===== config.mk =====
export PLATFORM = sky130hd
export DESIGN_NAME = periodic_task_tick_scheduler_unit
export DESIGN_NICKNAME = d
export VERILOG_FILES = /design/src/hdl/ptts_pkg.sv /design/src/hdl/periodic_task_tick_scheduler_unit.sv
export SDC_FILE = /design/constraint.sdc
export NUM_CORES = 1
export LEC_CHECK = 0
export BUFFER_PORTS_ARGS = -buffer_cell sky130_fd_sc_hd__buf_2
export CAP_MARGIN = 20
export CORE_MARGIN = 5
export CORE_UTILIZATION = 40
export CTS_BUF_LIST = sky130_fd_sc_hd__clkbuf_4 sky130_fd_sc_hd__clkbuf_8 sky130_fd_sc_hd__clkbuf_16
export DETAILED_ROUTE_END_ITERATION = 6
export MAX_ROUTING_LAYER = met4
export PLACE_DENSITY = 0.61
export SETUP_SLACK_MARGIN = 0.2
export SYNTH_ARGS = -nofsm -noshare
export SYNTH_HDL_FRONTEND = slang
export SYNTH_SLANG_ARGS = --single-unit

===== constraint.sdc =====
create_clock -name clk -period 4.8 [get_ports clk]
set_input_delay 1.2 -clock clk [delete_from_list [all_inputs] [get_ports clk]]
set_output_delay 1.2 -clock clk [all_outputs]
set_load 0.01 [all_outputs]

===== src/hdl/ptts_pkg.sv =====
package ptts_pkg;

  localparam int NUM_SLOTS  = 8;
  localparam int COUNT_BITS = 16;
  localparam int SLOT_BITS  = (NUM_SLOTS > 1) ? $clog2(NUM_SLOTS) : 1;

  typedef logic [COUNT_BITS-1:0] count_t;
  typedef logic [SLOT_BITS-1:0]  slot_idx_t;

  // Slot indexes at or above this limit are out of range.
  localparam logic [7:0] SLOT_LIMIT = 8'(NUM_SLOTS);

  localparam logic [2:0] OP_TICK    = 3'd0;
  localparam logic [2:0] OP_CREATE  = 3'd1;
  localparam logic [2:0] OP_DELETE  = 3'd2;
  localparam logic [2:0] OP_SUSPEND = 3'd3;
  localparam logic [2:0] OP_RESUME  = 3'd4;

  localparam logic [1:0] ST_OK    = 2'd0;
  localparam logic [1:0] ST_RANGE = 2'd1;
  localparam logic [1:0] ST_TAKEN = 2'd2;
  localparam logic [1:0] ST_EMPTY = 2'd3;

endpackage


===== src/hdl/periodic_task_tick_scheduler_unit.sv =====
// Periodic task tick scheduler: a table of task slots indexed by priority.
// The input channel (in_valid/in_ready) carries one command beat: tick,
// create, delete, suspend or resume, with slot, period and first delay.
// The result channel (out_valid/out_ready) returns status beats; out_last
// marks the final beat caused by a command.
// A tick walks the slots one per cycle through a single countdown unit
// (decrement and zero compare on the slot's counter), and may pause while the
// output register is busy; every slot that fires gives one beat, in slot
// order. Other commands give one beat. in_ready is high only while the
// sequencer is idle, so a new command is accepted only once the sequencer
// has finished the previous one.
// A single output register holds the pending beat. When the receiver stalls,
// the walk waits on the next firing slot until that register is free.
// After reset (rst_n low at a clock edge) all slots are free and the
// sequencer is idle.
module periodic_task_tick_scheduler_unit (
  input  logic                    clk,
  input  logic                    rst_n,
  input  logic                    in_valid,
  output logic                    in_ready,
  input  logic [2:0]              in_operation,
  input  logic [7:0]              in_slot,
  input  logic [15:0]             in_period,
  input  logic [15:0]             in_first_delay,
  output logic                    out_valid,
  input  logic                    out_ready,
  output logic [1:0]              out_status,
  output logic                    out_fired,
  output logic [2:0]              out_fired_slot,
  output logic                    out_last
);
  import ptts_pkg::*;

  typedef enum logic [1:0] {S_IDLE, S_OP, S_TICK, S_TFIN} state_t;

  state_t               state_r, state_nxt;
  logic [2:0]           req_op_r, req_op_nxt;
  logic [7:0]           req_slot_r, req_slot_nxt;
  count_t               req_period_r, req_period_nxt;
  count_t               req_delay_r, req_delay_nxt;
  slot_idx_t            idx_r, idx_nxt;
  logic                 pend_r, pend_nxt;
  slot_idx_t            pend_slot_r, pend_slot_nxt;
  logic [NUM_SLOTS-1:0] used_r, used_nxt;
  logic [NUM_SLOTS-1:0] running_r, running_nxt;
  count_t               reload_r [NUM_SLOTS];
  count_t               ticks_r  [NUM_SLOTS];

  logic                 out_valid_r;
  logic [1:0]           out_status_r;
  logic                 out_fired_r;
  logic [2:0]           out_fired_slot_r;
  logic                 out_last_r;

  logic                 can_push;
  logic                 push;
  logic [1:0]           push_status;
  logic                 push_fired;
  slot_idx_t            push_slot;
  logic                 push_last;

  slot_idx_t            addr;
  count_t               rd_ticks;
  count_t               rd_reload;
  logic                 ticks_we;
  count_t               ticks_wdata;
  logic                 reload_we;
  count_t               reload_wdata;
  logic                 in_range;
  logic                 active;
  logic                 zero;

  assign in_ready       = (state_r == S_IDLE);
  assign out_valid      = out_valid_r;
  assign out_status     = out_status_r;
  assign out_fired      = out_fired_r;
  assign out_fired_slot = out_fired_slot_r;
  assign out_last       = out_last_r;

  assign can_push  = !out_valid_r || out_ready;
  assign addr      = (state_r == S_TICK) ? idx_r : req_slot_r[SLOT_BITS-1:0];
  assign rd_ticks  = ticks_r[addr];
  assign rd_reload = reload_r[addr];
  assign in_range  = (req_slot_r < SLOT_LIMIT);
  assign active    = used_r[addr] && running_r[addr];
  assign zero      = (rd_ticks == '0);

  always_comb begin
    state_nxt      = state_r;
    req_op_nxt     = req_op_r;
    req_slot_nxt   = req_slot_r;
    req_period_nxt = req_period_r;
    req_delay_nxt  = req_delay_r;
    idx_nxt        = idx_r;
    pend_nxt       = pend_r;
    pend_slot_nxt  = pend_slot_r;
    used_nxt       = used_r;
    running_nxt    = running_r;
    ticks_we       = 1'b0;
    ticks_wdata    = rd_ticks;
    reload_we      = 1'b0;
    reload_wdata   = rd_reload;
    push           = 1'b0;
    push_status    = ST_OK;
    push_fired     = 1'b0;
    push_slot      = '0;
    push_last      = 1'b1;

    case (state_r)
      S_IDLE: begin
        if (in_valid) begin
          req_op_nxt     = in_operation;
          req_slot_nxt   = in_slot;
          req_period_nxt = count_t'(in_period);
          req_delay_nxt  = count_t'(in_first_delay);
          idx_nxt        = '0;
          pend_nxt       = 1'b0;
          state_nxt      = (in_operation == OP_TICK) ? S_TICK : S_OP;
        end
      end
      S_OP: begin
        if (can_push) begin
          push      = 1'b1;
          state_nxt = S_IDLE;
          case (req_op_r)
            OP_CREATE: begin
              if (!in_range) begin
                push_status = ST_RANGE;
              end else if (used_r[addr]) begin
                push_status = ST_TAKEN;
              end else begin
                used_nxt[addr]    = 1'b1;
                running_nxt[addr] = 1'b1;
                ticks_we          = 1'b1;
                ticks_wdata       = req_delay_r;
                reload_we         = 1'b1;
                reload_wdata      = req_period_r;
              end
            end
            OP_DELETE, OP_SUSPEND, OP_RESUME: begin
              if (!in_range) begin
                push_status = ST_RANGE;
              end else if (!used_r[addr]) begin
                push_status = ST_EMPTY;
              end else if (req_op_r == OP_DELETE) begin
                used_nxt[addr]    = 1'b0;
                running_nxt[addr] = 1'b0;
                ticks_we          = 1'b1;
                ticks_wdata       = '0;
                reload_we         = 1'b1;
                reload_wdata      = '0;
              end else begin
                running_nxt[addr] = (req_op_r == OP_RESUME);
              end
            end
            default: begin
              push_status = ST_OK;
            end
          endcase
        end
      end
      S_TICK: begin
        // A firing slot hands the previously held firing to the output, so
        // it must wait while that register is still occupied.
        if (!(active && zero && pend_r && !can_push)) begin
          if (active) begin
            ticks_we    = 1'b1;
            ticks_wdata = zero ? rd_reload : rd_ticks - count_t'(1);
          end
          if (active && zero) begin
            if (pend_r) begin
              push       = 1'b1;
              push_fired = 1'b1;
              push_slot  = pend_slot_r;
              push_last  = 1'b0;
            end
            pend_nxt      = 1'b1;
            pend_slot_nxt = idx_r;
          end
          if (idx_r == SLOT_BITS'(NUM_SLOTS - 1)) begin
            state_nxt = S_TFIN;
          end else begin
            idx_nxt = idx_r + SLOT_BITS'(1);
          end
        end
      end
      S_TFIN: begin
        if (can_push) begin
          push       = 1'b1;
          push_fired = pend_r;
          push_slot  = pend_r ? pend_slot_r : '0;
          pend_nxt   = 1'b0;
          state_nxt  = S_IDLE;
        end
      end
      default: begin
        state_nxt = S_IDLE;
      end
    endcase
  end

  always_ff @(posedge clk) begin
    if (!rst_n) begin
      state_r     <= S_IDLE;
      idx_r       <= '0;
      pend_r      <= 1'b0;
      used_r      <= '0;
      running_r   <= '0;
      out_valid_r <= 1'b0;
    end else begin
      state_r   <= state_nxt;
      idx_r     <= idx_nxt;
      pend_r    <= pend_nxt;
      used_r    <= used_nxt;
      running_r <= running_nxt;
      if (push) begin
        out_valid_r <= 1'b1;
      end else if (out_ready) begin
        out_valid_r <= 1'b0;
      end
    end
    req_op_r     <= req_op_nxt;
    req_slot_r   <= req_slot_nxt;
    req_period_r <= req_period_nxt;
    req_delay_r  <= req_delay_nxt;
    pend_slot_r  <= pend_slot_nxt;
    if (push) begin
      out_status_r     <= push_status;
      out_fired_r      <= push_fired;
      out_fired_slot_r <= 3'(push_slot);
      out_last_r       <= push_last;
    end
    if (ticks_we) begin
      ticks_r[addr] <= ticks_wdata;
    end
    if (reload_we) begin
      reload_r[addr] <= reload_wdata;
    end
  end

endmodule

# Word level (Yosys, flattened, before mapping)
# Memory sizes are Yosys's and may differ from the RTL's.
# Cells that the tools add are included.
# op_classes
addsub	2
eq_ne	20
n_lt_le_gt_ge	3
n_mux	89
reduce_logical	26
n_bitwise	8
# op_table
cell	n
16-bit 2-to-1 mux	16
16-bit one-hot mux with 2 select lines	3
8-bit 2-to-1 mux	10
8-bit one-hot mux with 2 select lines	2
1-bit 2-to-1 mux	28
3-bit 2-to-1 mux	8
2-bit 2-to-1 mux	9
2-bit != test, second input constant	9
8-bit bitwise AND	2
16-bit logical NOT	1
8-bit OR	2
16-bit by 1-bit subtractor with 16-bit output, second input constant	1
3-bit one-hot mux with 2 select lines	2
8-bit bitwise mux	1
8-bit by 4-bit less-than comparator with 1-bit output, second input constant	1
8-bit NOT	1
1-bit one-hot mux with 2 select lines	4
4-bit AND reduction	2
8-bit AND reduction	1
7-bit AND reduction	1
1-bit binary-select mux with 3-bit select	2
3-bit by 2-bit equality test with 1-bit output, second input constant	2
3-bit equality test, second input constant	2
2-bit by 1-bit != test with 1-bit output, second input constant	3
23 further kinds	35
# word_totals
output_inout_bits	9
mem_count	2
mem_bits_rw	256
elab_cells	165
regBits	76
inputBits	47
# mem_list
name	depth	word_bits	rd	rd_ports_with_merged_regs	wr	line_no	source
reload_r	8	16	1	0	1	periodic_task_tick_scheduler_unit.sv:46	count_t reload_r [NUM_SLOTS];
ticks_r	8	16	1	0	1	periodic_task_tick_scheduler_unit.sv:47	count_t ticks_r [NUM_SLOTS];

# Logic depth before layout (Yosys ltp)
# Gate-level depths: netlist of run 1.
# depth
depth_word	12
depth_mapped	19
depth_no_buf	13

# Worst setup path after synthesis of run 1
# OpenSTA, ideal clock, no wires.
# synth_timing
kind	reg2reg
start	register state_r[0]
end	memory ticks_r[0][0] in the netlist's numbering (enable)
period_less_slack_ns	4.048
slack_ns	0.752
n_path_buf	5
arrival_time_ns	3.657
stages_incl_launch_ff	18
path_cell_list	dfxtp_1 -> inv_1 -> ha_1 -> buf_6 -> mux2_4 -> buf_6 -> buf_6 -> mux2i_1 -> o22ai_1 -> nor3_2 -> ha_1 -> and4_1 -> buf_2 -> a41o_1 -> buf_6 -> o21ai_0 -> nand2_1 -> nor2b_1
# synth_via
elab_chain_len	12
word_cells_on_any_way	24
cone_classes	eq/ne: 2; mux: 16; reduce/logical: 5; memory: 1
# synth_rtl
element	line_no	source
start: declaration	periodic_task_tick_scheduler_unit.sv:36	state_t state_r, state_nxt;
start signal: assignment	periodic_task_tick_scheduler_unit.sv:211	state_r <= state_nxt;
parallel branches: the longest is 12 deep, another holds memory read 8 x 16 bit	n/a	
end: declaration	periodic_task_tick_scheduler_unit.sv:47	
# Several ways; the timed one is not identified. The select of a mux whose other input is x is not followed.

# Worst setup path in the final report of run 1
# layout_timing
start	register state_r[0]
end	memory ticks_r[3][6] in the netlist's numbering (enable)
# The elaborated chain is that of the path after synthesis.

==> flow_summary.ini, run 1 <==
[outcome]
status = completed

[synth]
syn_area_mm2 = 0.01414
yosysWarnings = 0
ys_seq_area_frac = 0.6887
ys_seq_elements = 332
synth_area_leaders = edfxtp_1 (66%), nand2_1 (4.5%), dfxtp_1 (3.3%)
synth.top_cell.area_share = 0.6562
async_flop_share = 0
synth_area_per_cell_um2 = 13.52
syn_nets = 1102
synth_edf_count = 309
synthFlopType = edfxtp_1
yosys.area.top_type = edfxtp_1
syn_inst = 1046
ys_types = 79

[route]
wl_met2_um = 17670
drt_first_pass_iters = 5
wl_per_cell_um = 22.97
drc = 0
vias_per_cell = 5.732
wirelength_met1_um = 16160
antenna_left = 0
vias = 9320
routed_wl_um = 37340
route.top_layer_used = met4
wl_met3_um = 2845
drtIter0Drc = 1018

[global_route]
grt_pass1_vias = 9037
antenna_found_initial = 2
grt_max_degree = 51
grt_use_total = 0.1934
grt-ovfl-total = 0
grt_pass1_wl_um = 55830

[sta]
fmax_ghz = 0.2295
setup_tns_ps = 0
setup_viol_count_final = 0
final_hold_viol_count = 0
slew_viol_final = 0
finalClockSkew_ps = 18.18
relSlewSlack = 0.3112
worstMarginPinSlew_ps = 1033
fin_crit_ps = 4358
rsz0062_at_grt = false
fin_crit_sh = 0.9078

[setup_path]
crit_fanout = 14
worstRegToRegCells = 15
crit_arrival_ps = 4560
slowest_delay_ps = 400
crit_type = register to register
required_ps = 5010
critical_path.cell_chain = inv_1 > ha_1 > buf_4 > buf_4 > nand2b_1 > o22a_1 > o22ai_1 > nor2_1 > nand2_1 > and4_1 > a41o_2 > o21ai_0 > nand2_1 > nor2_1 > buf_4
crit_path_top_delay_cell = a41o_2
cp_common_cell = buf_4
crit_path_end_kind = register
crit_path_start_kind = register

[clock_network]
clk-insertion-delay-late_ps = 530
path_clk_slew_ps = 60
numCtsBuffers = 35
clockRootBuffer = clkbuf_16
cts_max_path_buffers = 3
htreeDepth = 2
cts_tree = done
clock_sinks = 332

[power]
p_total_mw = 9.556
power.density_mw_per_mm2 = 584.1
peakVddDrop_v = 0.0003267
p_leak_nw = 5.412

[final_layout]
register_area_mm2 = 0.009739
drive_gt1_frac = 0.1940
multi_input_area_mm2 = 0.004094
area_growth_pct = 15.70
nFillCells = 3111
finalNetCount = 1204

[placed_design]
dp_hpwl_um = 24370
gp_routability_congestion = 0.9217
port_buffers = 55

[die]
die_x_um = 198.0
ioPinCount = 56
start_util = 0.4074
die_area_mm2 = 0.03921
die_y_um = 198.0
num_rows = 68
fp.coreArea_mm2 = 0.03471

[hold_path]
hold_class = register to register
hold_depth = 2

[job]
maxCapViolations = 0
## sequential cells by signal (all words and copies together) (netlist names), named ones only
name            count
idx_r               3
req_op_r            3
req_slot_r          8
req_period_r       16
pend_slot_r         3
out_fired_slot      3
out_valid           1
ticks_r           128
out_status          2
pend_r              1
out_fired           1
running_r           8
out_last            1
reload_r          128
state_r             2
req_delay_r        16
## report_power, final
group / total (mW) / internal [mW] / switching, mW
Clock: 2.54 / 1.47 / 1.07
Combinational: 3.05 / 0.970 / 2.08
Sequential: 3.97 / 3.89 / 0.0790
## critical path, delay by kind of cell (launching register included)
family                   cells  cell delay (ps)
AO/OA/AOI/OAI                4             1000
adder cells (fa/ha/maj)      1              280
flip-flops                   1              340
buffers and inverters        4              850
AND/OR/NAND/NOR              6             1560
## cells by family (layout without fill, tap and decap cells)
| family | count (synthesis) | in the layout | share of synthesized area |
|---|---|---|---|
| buffers and inverters | 70 | 194 | 0.02734 |
| XOR/XNOR | 1 | 1 | 0.0006195 |
| AO/OA/AOI/OAI | 214 | 214 | 0.1140 |
| adder cells (fa/ha/maj) | 9 | 9 | 0.007963 |
| AND/OR/NAND/NOR | 377 | 377 | 0.1274 |
| flip-flops | 332 | 332 | 0.6887 |
| multiplexers | 43 | 43 | 0.03398 |
| other | 0 | 1 | 0 |
## through the flow
stage                     hold WS, ps    util  instances  setup slack, ps  cell area, µm²
final                           505.6  0.4713       1626            442.3           16360
after global routing            531.6  0.4713       1626            261.7           16360
after CTS                       506.8  0.4698       1623            267.5           16310
after detailed placement        491.4  0.4391       1564            305.7           15240
after global placement          480.9  0.4388       1563            379.9           15230
after floorplan                 428.8       -       1046            752.4           14140
## path summary, 6_finish.rpt
kind | from | end | slack [ps]
min | running_r[7]$_SDFFE_PN0P_ | running_r[7]$_SDFFE_PN0P_ | 510
min reg2reg | running_r[7]$_SDFFE_PN0P_ | running_r[7]$_SDFFE_PN0P_ | 510
max reg2reg | state_r[0]$_SDFFE_PN0P_ | ticks_r[3][6]$_DFFE_PP_ | 440
max | state_r[0]$_SDFFE_PN0P_ | ticks_r[3][6]$_DFFE_PP_ | 440
## routing by layer
layer | vias up | track usage
met3 | 56 | 0.02961
li1 | 4250 | -
met1 | 4592 | 0.2681
met4 | 0 | 0.04081
met5 | - | -
met2 | 422 | 0.3063
## timing repair
item	in CTS	in global routing
setup buffers	0	2
hold endpoints to repair	0	0
endpoints found under the setup margin	0	224
hold buffers	0	0
resized for setup	0	6
## cell type report
cell class / instances / area share
clock buffers: 41 / 0.05842
inverters: 13 / 0.002982
flip-flops and latches: 332 / 0.5952
well taps: 455 / 0.03479
repair buffers: 122 / 0.05162
diodes: 1 / 0.0001529
multi-input cells: 644 / 0.2502
clock inverters: 18 / 0.006576
## cells in the final DEF (no fill, tap or decap), types with 4 or more instances in the layout
cell type and n:
nor3_1 7, a22oi_1 21, buf_12 5, o32ai_2 4, nand2_1 169, clkbuf_4 4
a21oi_1 28, nand3_1 59, nor2_2 5, o21a_1 4, o21ai_0 45, ha_1 9
edfxtp_1 309, buf_4 61, o22a_1 4, dfxtp_1 23, nor2_1 46, a222oi_1 27
inv_1 12, nand2b_1 14, or2_2 5, mux2_2 5, clkinv_1 9, buf_2 55
o22ai_1 14, a211oi_1 4, nor2b_1 7, a32oi_1 4, a22o_1 7, o211ai_1 5
nor2b_2 6, mux2i_1 33, and2_1 9, clkinv_2 7, and3_1 12, nand4_1 13
clkbuf_16 37
## synthesized netlist by cell type, types with 6 or more instances
master / instances
a21oi_1: 28
a222oi_1: 27
a22o_1: 7
a22oi_1: 21
and2_1: 10
and3_1: 12
buf_2: 12
buf_6: 13
clkbuf_1: 29
dfxtp_1: 23
edfxtp_1: 309
ha_1: 9
inv_1: 12
mux2i_1: 33
nand2_1: 169
nand2b_1: 14
nand3_1: 59
nand4_1: 13
nor2_1: 49
nor2b_1: 13
nor3_1: 7
o21ai_0: 47
o22ai_1: 14
o32ai_1: 6
Power figures use the tool's default switching activity.
==> inputs of run 2 (changes only) <==
--- a/config.mk
+++ b/config.mk
@@ -8,11 +8,11 @@
 export BUFFER_PORTS_ARGS = -buffer_cell sky130_fd_sc_hd__buf_2
 export CAP_MARGIN = 20
 export CORE_MARGIN = 5
-export CORE_UTILIZATION = 40
+export CORE_UTILIZATION = 45
 export CTS_BUF_LIST = sky130_fd_sc_hd__clkbuf_4 sky130_fd_sc_hd__clkbuf_8 sky130_fd_sc_hd__clkbuf_16
 export DETAILED_ROUTE_END_ITERATION = 6
 export MAX_ROUTING_LAYER = met4
-export PLACE_DENSITY = 0.61
+export PLACE_DENSITY = 0.6
 export SETUP_SLACK_MARGIN = 0.2
 export SYNTH_ARGS = -nofsm -noshare
 export SYNTH_HDL_FRONTEND = slang
==> run 2 against run 1 <==
Combinational power is essentially flat. Cell area grew 0.65%. Non-clock buffer count up 1. Sequential share of layout area shrank 0.38 points. Clock skew fell by 7.5 ps. Final cell count down 2.8%. Routed wire length rose by 2.6%. Worst hold slack got worse by 8.5 ps. Highest routed layer unchanged. Critical endpoint is now ticks_r[5][1]$_DFFE_PP_. Flip-flop and latch count unchanged. Largest power group unchanged.
==> flow_summary.ini, run 2 (synthesis results as in run 1) <==
[setup_path]
crit_arrival_ps = 4450
rr_startpoint = state_r[0]$_SDFFE_PN0P_
cp_common_cell = and4_1
crit_path_top_delay_cell = mux2i_4
slowest_delay_ps = 620
crit_path_end_kind = register
crit_path_start_kind = register
critical_path.cell_chain = inv_1 > ha_4 > inv_2 > mux2i_4 > nand3_1 > nand4_1 > and4_1 > and4_1 > a41o_2 > buf_4 > nor3b_1 > a221oi_2 > o21ai_0
crit_fanout = 12
crit_family = simple AND/OR/NAND/NOR gates
startpoint = state_r[0]$_SDFFE_PN0P_
cp_num_buf_inv = 3
crit_type = register to register
required_ps = 4980

[placed_design]
dp_hpwl_um = 24970
gp_routability_congestion = 0.9480
port_buffers = 55
placedCellCount = 1511
post-place-ws_ps = 197.3
postPlaceCellArea_mm2 = 0.01518

[die]
num_rows = 65
die_y_um = 187.3
die_x_um = 187.3
fp.coreArea_mm2 = 0.03131
start_util = 0.4516
die_area_mm2 = 0.03507
ioPinCount = 56

[sta]
final_hold_viol_count = 0
worstMarginPinSlew_ps = 950.5
relSlewSlack = 0.3597
worst_slack_ps = 532.7
finalClockSkew_ps = 10.67
setup_tns_ps = 0
rsz0062_at_grt = false
fmax_ghz = 0.2343
fin_crit_sh = 0.8890
setup_viol_count_final = 0
hold_ws_ps = 497.1
fin_crit_ps = 4267
slew_viol_final = 0

[hold_path]
hold_start = running_r[7]$_SDFFE_PN0P_
hold_class = register to register

[outcome]
status = completed

[route]
routed_wl_um = 38320
wl_per_cell_um = 24.24
drt_first_pass_iters = 6
drtIter0Drc = 1208
drc = 0
vias = 9343
antenna_left = 0
vias_per_cell = 5.910

[global_route]
grt_use_total = 0.2214
grt-ovfl-total = 0
antenna_found_initial = 0
grt_max_degree = 61
grt_pass1_wl_um = 58190
grt_pass1_vias = 9352

[final_layout]
final_util = 0.5260
nFillCells = 2649
final_common_cell = edfxtp_1
final_cell_area_mm2 = 0.01647
top_regs = reload_r x128, ticks_r x128
area_growth_pct = 16.46
final_cell_mix = edfxtp_1 (309), nand2_1 (169), buf_4 (64)
finalNetCount = 1207
drive_gt1_frac = 0.2087
num_antenna_cells = 0
instances_no_fill = 1581

[clock_network]
clk-insertion-delay-late_ps = 510
cts_max_path_buffers = 3
htreeDepth = 2
clockRootBuffer = clkbuf_16
clock_sinks = 332
path_clk_slew_ps = 60
numCtsBuffers = 37
cts_tree = done

[power]
power.density_mw_per_mm2 = 597.6
p_total_mw = 9.841
peakVddDrop_v = 0.0003871
p_leak_nw = 5.485

[job]
maxCapViolations = 0
==> run 2: changes by cell type in the layout (fill, tap and decap cells not counted), sizes merged <==
| cell | change |
|---|---|
| inv | +1 |
| clkinvlp | +2 |
| clkinv | -5 |
| buf | +1 |
| diode | -1 |
| clkbuf | +8 |
| bufinv | +2 |
==> run 2: cell type report <==
type | instances | area [µm²] | share of cell area
timing repair buffer | 123 | 835.8 | 0.05075
clock inverter | 18 | 165.2 | 0.01003
clock buffer | 49 | 1057 | 0.06420
multi-input combinational | 644 | 4119 | 0.2501
inverter | 13 | 48.80 | 0.002963
tap | 402 | 503.0 | 0.03054
sequential | 332 | 9739 | 0.5914
==> run 2: where the power goes <==
| group | internal, mW | leakage (nW) | switching, mW | total (mW) |
|---|---|---|---|---|
| Sequential | 3.89 | 2.99 | 0.0766 | 3.97 |
| Combinational | 0.954 | 1.89 | 2.10 | 3.05 |
| Clock | 1.71 | 0.607 | 1.11 | 2.82 |
| Total | 6.56 | 5.49 | 3.28 | 9.84 |
==> run 2: routing by layer <==
layer / share of wire / vias to the layer above / wire [µm] / track usage
met5: 0 / - / 0 / -
met4: 0.022 / 0 / 829 / 0.05262
met3: 0.063 / 61 / 2407 / 0.03005
met2: 0.48 / 320 / 18250 / 0.3537
met1: 0.44 / 4691 / 16830 / 0.3047
li1: - / 4271 / - / -
==> run 2: worst reg2reg max path: cells and delay by family (launching register included) <==
| family | cells | cell delay (ps) |
|---|---|---|
| flops | 1 | 380 |
| fa+ha+maj | 1 | 240 |
| buf+inv | 3 | 540 |
| compound gates | 3 | 820 |
| simple gates | 5 | 1330 |
| mux | 1 | 630 |
==> run 2: worst paths after layout <==
check | cells past startpoint | to | slack (ps)
max | 13 | ticks_r[5][1]$_DFFE_PP_ | 530
min | 2 | running_r[7]$_SDFFE_PN0P_ | 500
max reg2reg | 13 | ticks_r[5][1]$_DFFE_PP_ | 530
min reg2reg | 2 | running_r[7]$_SDFFE_PN0P_ | 500
==> run 2: timing repair <==
item,4_1_cts,5_1_grt
buffers inserted,2,1
pin swaps,0,0
hold endpoints to repair,0,0
gates resized for setup,3,7
hold buffers,0,0
endpoints found under the setup margin,32,248
cloned,0,0
==> inputs of run 3 (changes only) <==
==> constraint.sdc (replaced) <==
create_clock -name clk -period 5.12 [get_ports clk]
set_input_delay 1.28 -clock clk [delete_from_list [all_inputs] [get_ports clk]]
set_output_delay 1.28 -clock clk [all_outputs]
set_load 0.01 [all_outputs]
==> run 3 against run 2 <==
Non-clock buffer count shrank 11. Maximum frequency shrank 7.0%. Global-route usage barely moved. Clock power is 11% lower. Critical path type unchanged.
==> flow_summary.ini, run 3 (synthesis results as in run 1) <==
[sta]
relSlewSlack = 0.3172
finalClockSkew_ps = 25.11
worstMarginPinSlew_ps = 1024
setup_viol_count_final = 0
fin_crit_sh = 0.8961
fmax_ghz = 0.2180
final_hold_viol_count = 0
slew_viol_final = 0
hold_ws_ps = 507.5
rsz0062_at_grt = false
fin_crit_ps = 4588
setup_tns_ps = 0

[route]
drt_first_pass_iters = 7
routed_wl_um = 38420
antenna_left = 0
wl_per_cell_um = 24.50
vias_per_cell = 5.882
drtIter0Drc = 867
vias = 9223
drc = 0

[clock_network]
clk-insertion-delay-late_ps = 530
numCtsBuffers = 37
cts_tree = done
clockRootBuffer = clkbuf_16
htreeDepth = 2
holdBufCountCts = 0
cts_max_path_buffers = 3
clock_sinks = 332
path_clk_slew_ps = 60

[die]
die_area_mm2 = 0.03507
die_x_um = 187.3
ioPinCount = 56
num_rows = 65
fp.coreArea_mm2 = 0.03131
die_y_um = 187.3
start_util = 0.4516

[power]
power.density_mw_per_mm2 = 558.2
seq_power_share = 0.412
p_leak_nw = 5.361
p_int_mw = 5.948
pwr-share-clk = 0.278
power_switching_mw = 3.112
p_comb_frac = 0.310
power_switching_share = 0.3435
peakVddDrop_v = 0.0003348

[setup_path]
regToRegEndpoint = ticks_r[0][14]$_DFFE_PP_
crit_arrival_ps = 4810
ff2ff_setup_slack_ps = 530
rr_startpoint = state_r[0]$_SDFFE_PN0P_
crit_fanout = 15
crit_path_start_kind = register
crit_type = register to register
startpoint = state_r[0]$_SDFFE_PN0P_
crit_path_end_kind = register
required_ps = 5340
worstRegToRegCells = 12

[hold_path]
hold_depth = 2
hold_start = running_r[4]$_SDFFE_PN0P_
hold_path_end = running_r[4]$_SDFFE_PN0P_
hold_class = register to register

[final_layout]
num_antenna_cells = 0
top_regs = reload_r x128, ticks_r x128
multi_input_area_mm2 = 0.004093
final_cell_mix = edfxtp_1 (309), nand2_1 (169), nand3_1 (59)
finalNetCount = 1196
area_growth_pct = 14.77
instances_no_fill = 1568
register_area_mm2 = 0.009739
final_common_cell = edfxtp_1
drive_gt1_frac = 0.1947
nFillCells = 2638

[global_route]
antenna_found_initial = 0
grt_max_degree = 31
grt_pass1_vias = 9121
grt-ovfl-total = 0
grt_use_total = 0.2218
grt_pass1_wl_um = 57970

[job]
maxCapViolations = 0

[placed_design]
dp_hpwl_um = 24810
gp_routability_congestion = 0.9150
placedCellCount = 1501
port_buffers = 55

[outcome]
status = completed
[run 3: cell types whose count changed in the layout (fill, tap and decap cells not counted), moves of 2 or more]
cell / previous run / this run
clkbuf_16: 39 / 37
clkbuf_4: 9 / 3
buf_12: 4 / 0
buf_4: 64 / 57
inv_6: 1 / 4
clkinv_1: 7 / 10
[run 3: what timing repair did]
item                                    CTS  global route
buffers inserted                          2             0
endpoints found under the setup margin    8           115
resized for setup                         0             3
[run 3: worst max path at each step]
stage | to | slack (ps)
after global routing | ticks_r[0][14]$_DFFE_PP_ | 260
after detailed placement | ticks_r[6][13]$_DFFE_PP_ | 200
after CTS | ticks_r[7][13]$_DFFE_PP_ | 250
after global placement | ticks_r[6][13]$_DFFE_PP_ | 380
after floorplan | ticks_r[0][0]$_DFFE_PP_ | 1070
final | ticks_r[0][14]$_DFFE_PP_ | 530
[run 3: per-layer routing]
layer | GRT usage | share of wire
met5 | - | 0
met4 | 0.05290 | 0.018
met3 | 0.03303 | 0.057
met2 | 0.3514 | 0.48
met1 | 0.3060 | 0.45
[run 3: layout make-up]
cell class / count / share of cell area
Clock buffer: 41 / 0.05929
Inverter: 13 / 0.003007
Tap cell: 402 / 0.03099
Sequential cell: 332 / 0.6001
Clock inverter: 24 / 0.01110
Multi-Input combinational cell: 644 / 0.2522
Timing Repair Buffer: 112 / 0.04333
[run 3: power by group through the flow]
stage          Clock (mW)  Sequential (mW)  Combinational, mW
4_1_cts              2.55             3.73               2.77
2_1_floorplan           0             3.74               1.83
3_5_place_dp            0             3.78               2.75
5_1_grt              2.67             3.74               3.05
3_3_place_gp            0             3.78               2.71
6_report             2.52             3.73               2.81
[run 3: per-stage QoR]
stage               total power [mW]  area, µm²  utilization  setup WS (ps)
floorplan                      5.574      14140            -           1072
global placement               6.497      15060       0.4811          381.5
detailed placement             6.535      15060       0.4811          202.3
CTS                            9.056      16220       0.5180          249.8
global route                   9.461      16230       0.5183          260.6
finish                         9.060      16230       0.5183          532.1
[run 3: critical path, cell delays in order (launching register included)]
cell	delay [ps]
dfxtp_1	340
inv_1	130
ha_2	390
buf_4	310
o22ai_4	260
a221oi_2	380
o2bb2a_2	350
a2111oi_4	570
inv_1	90
a41o_1	350
nor2_1	310
a21boi_0	160
o221ai_1	610
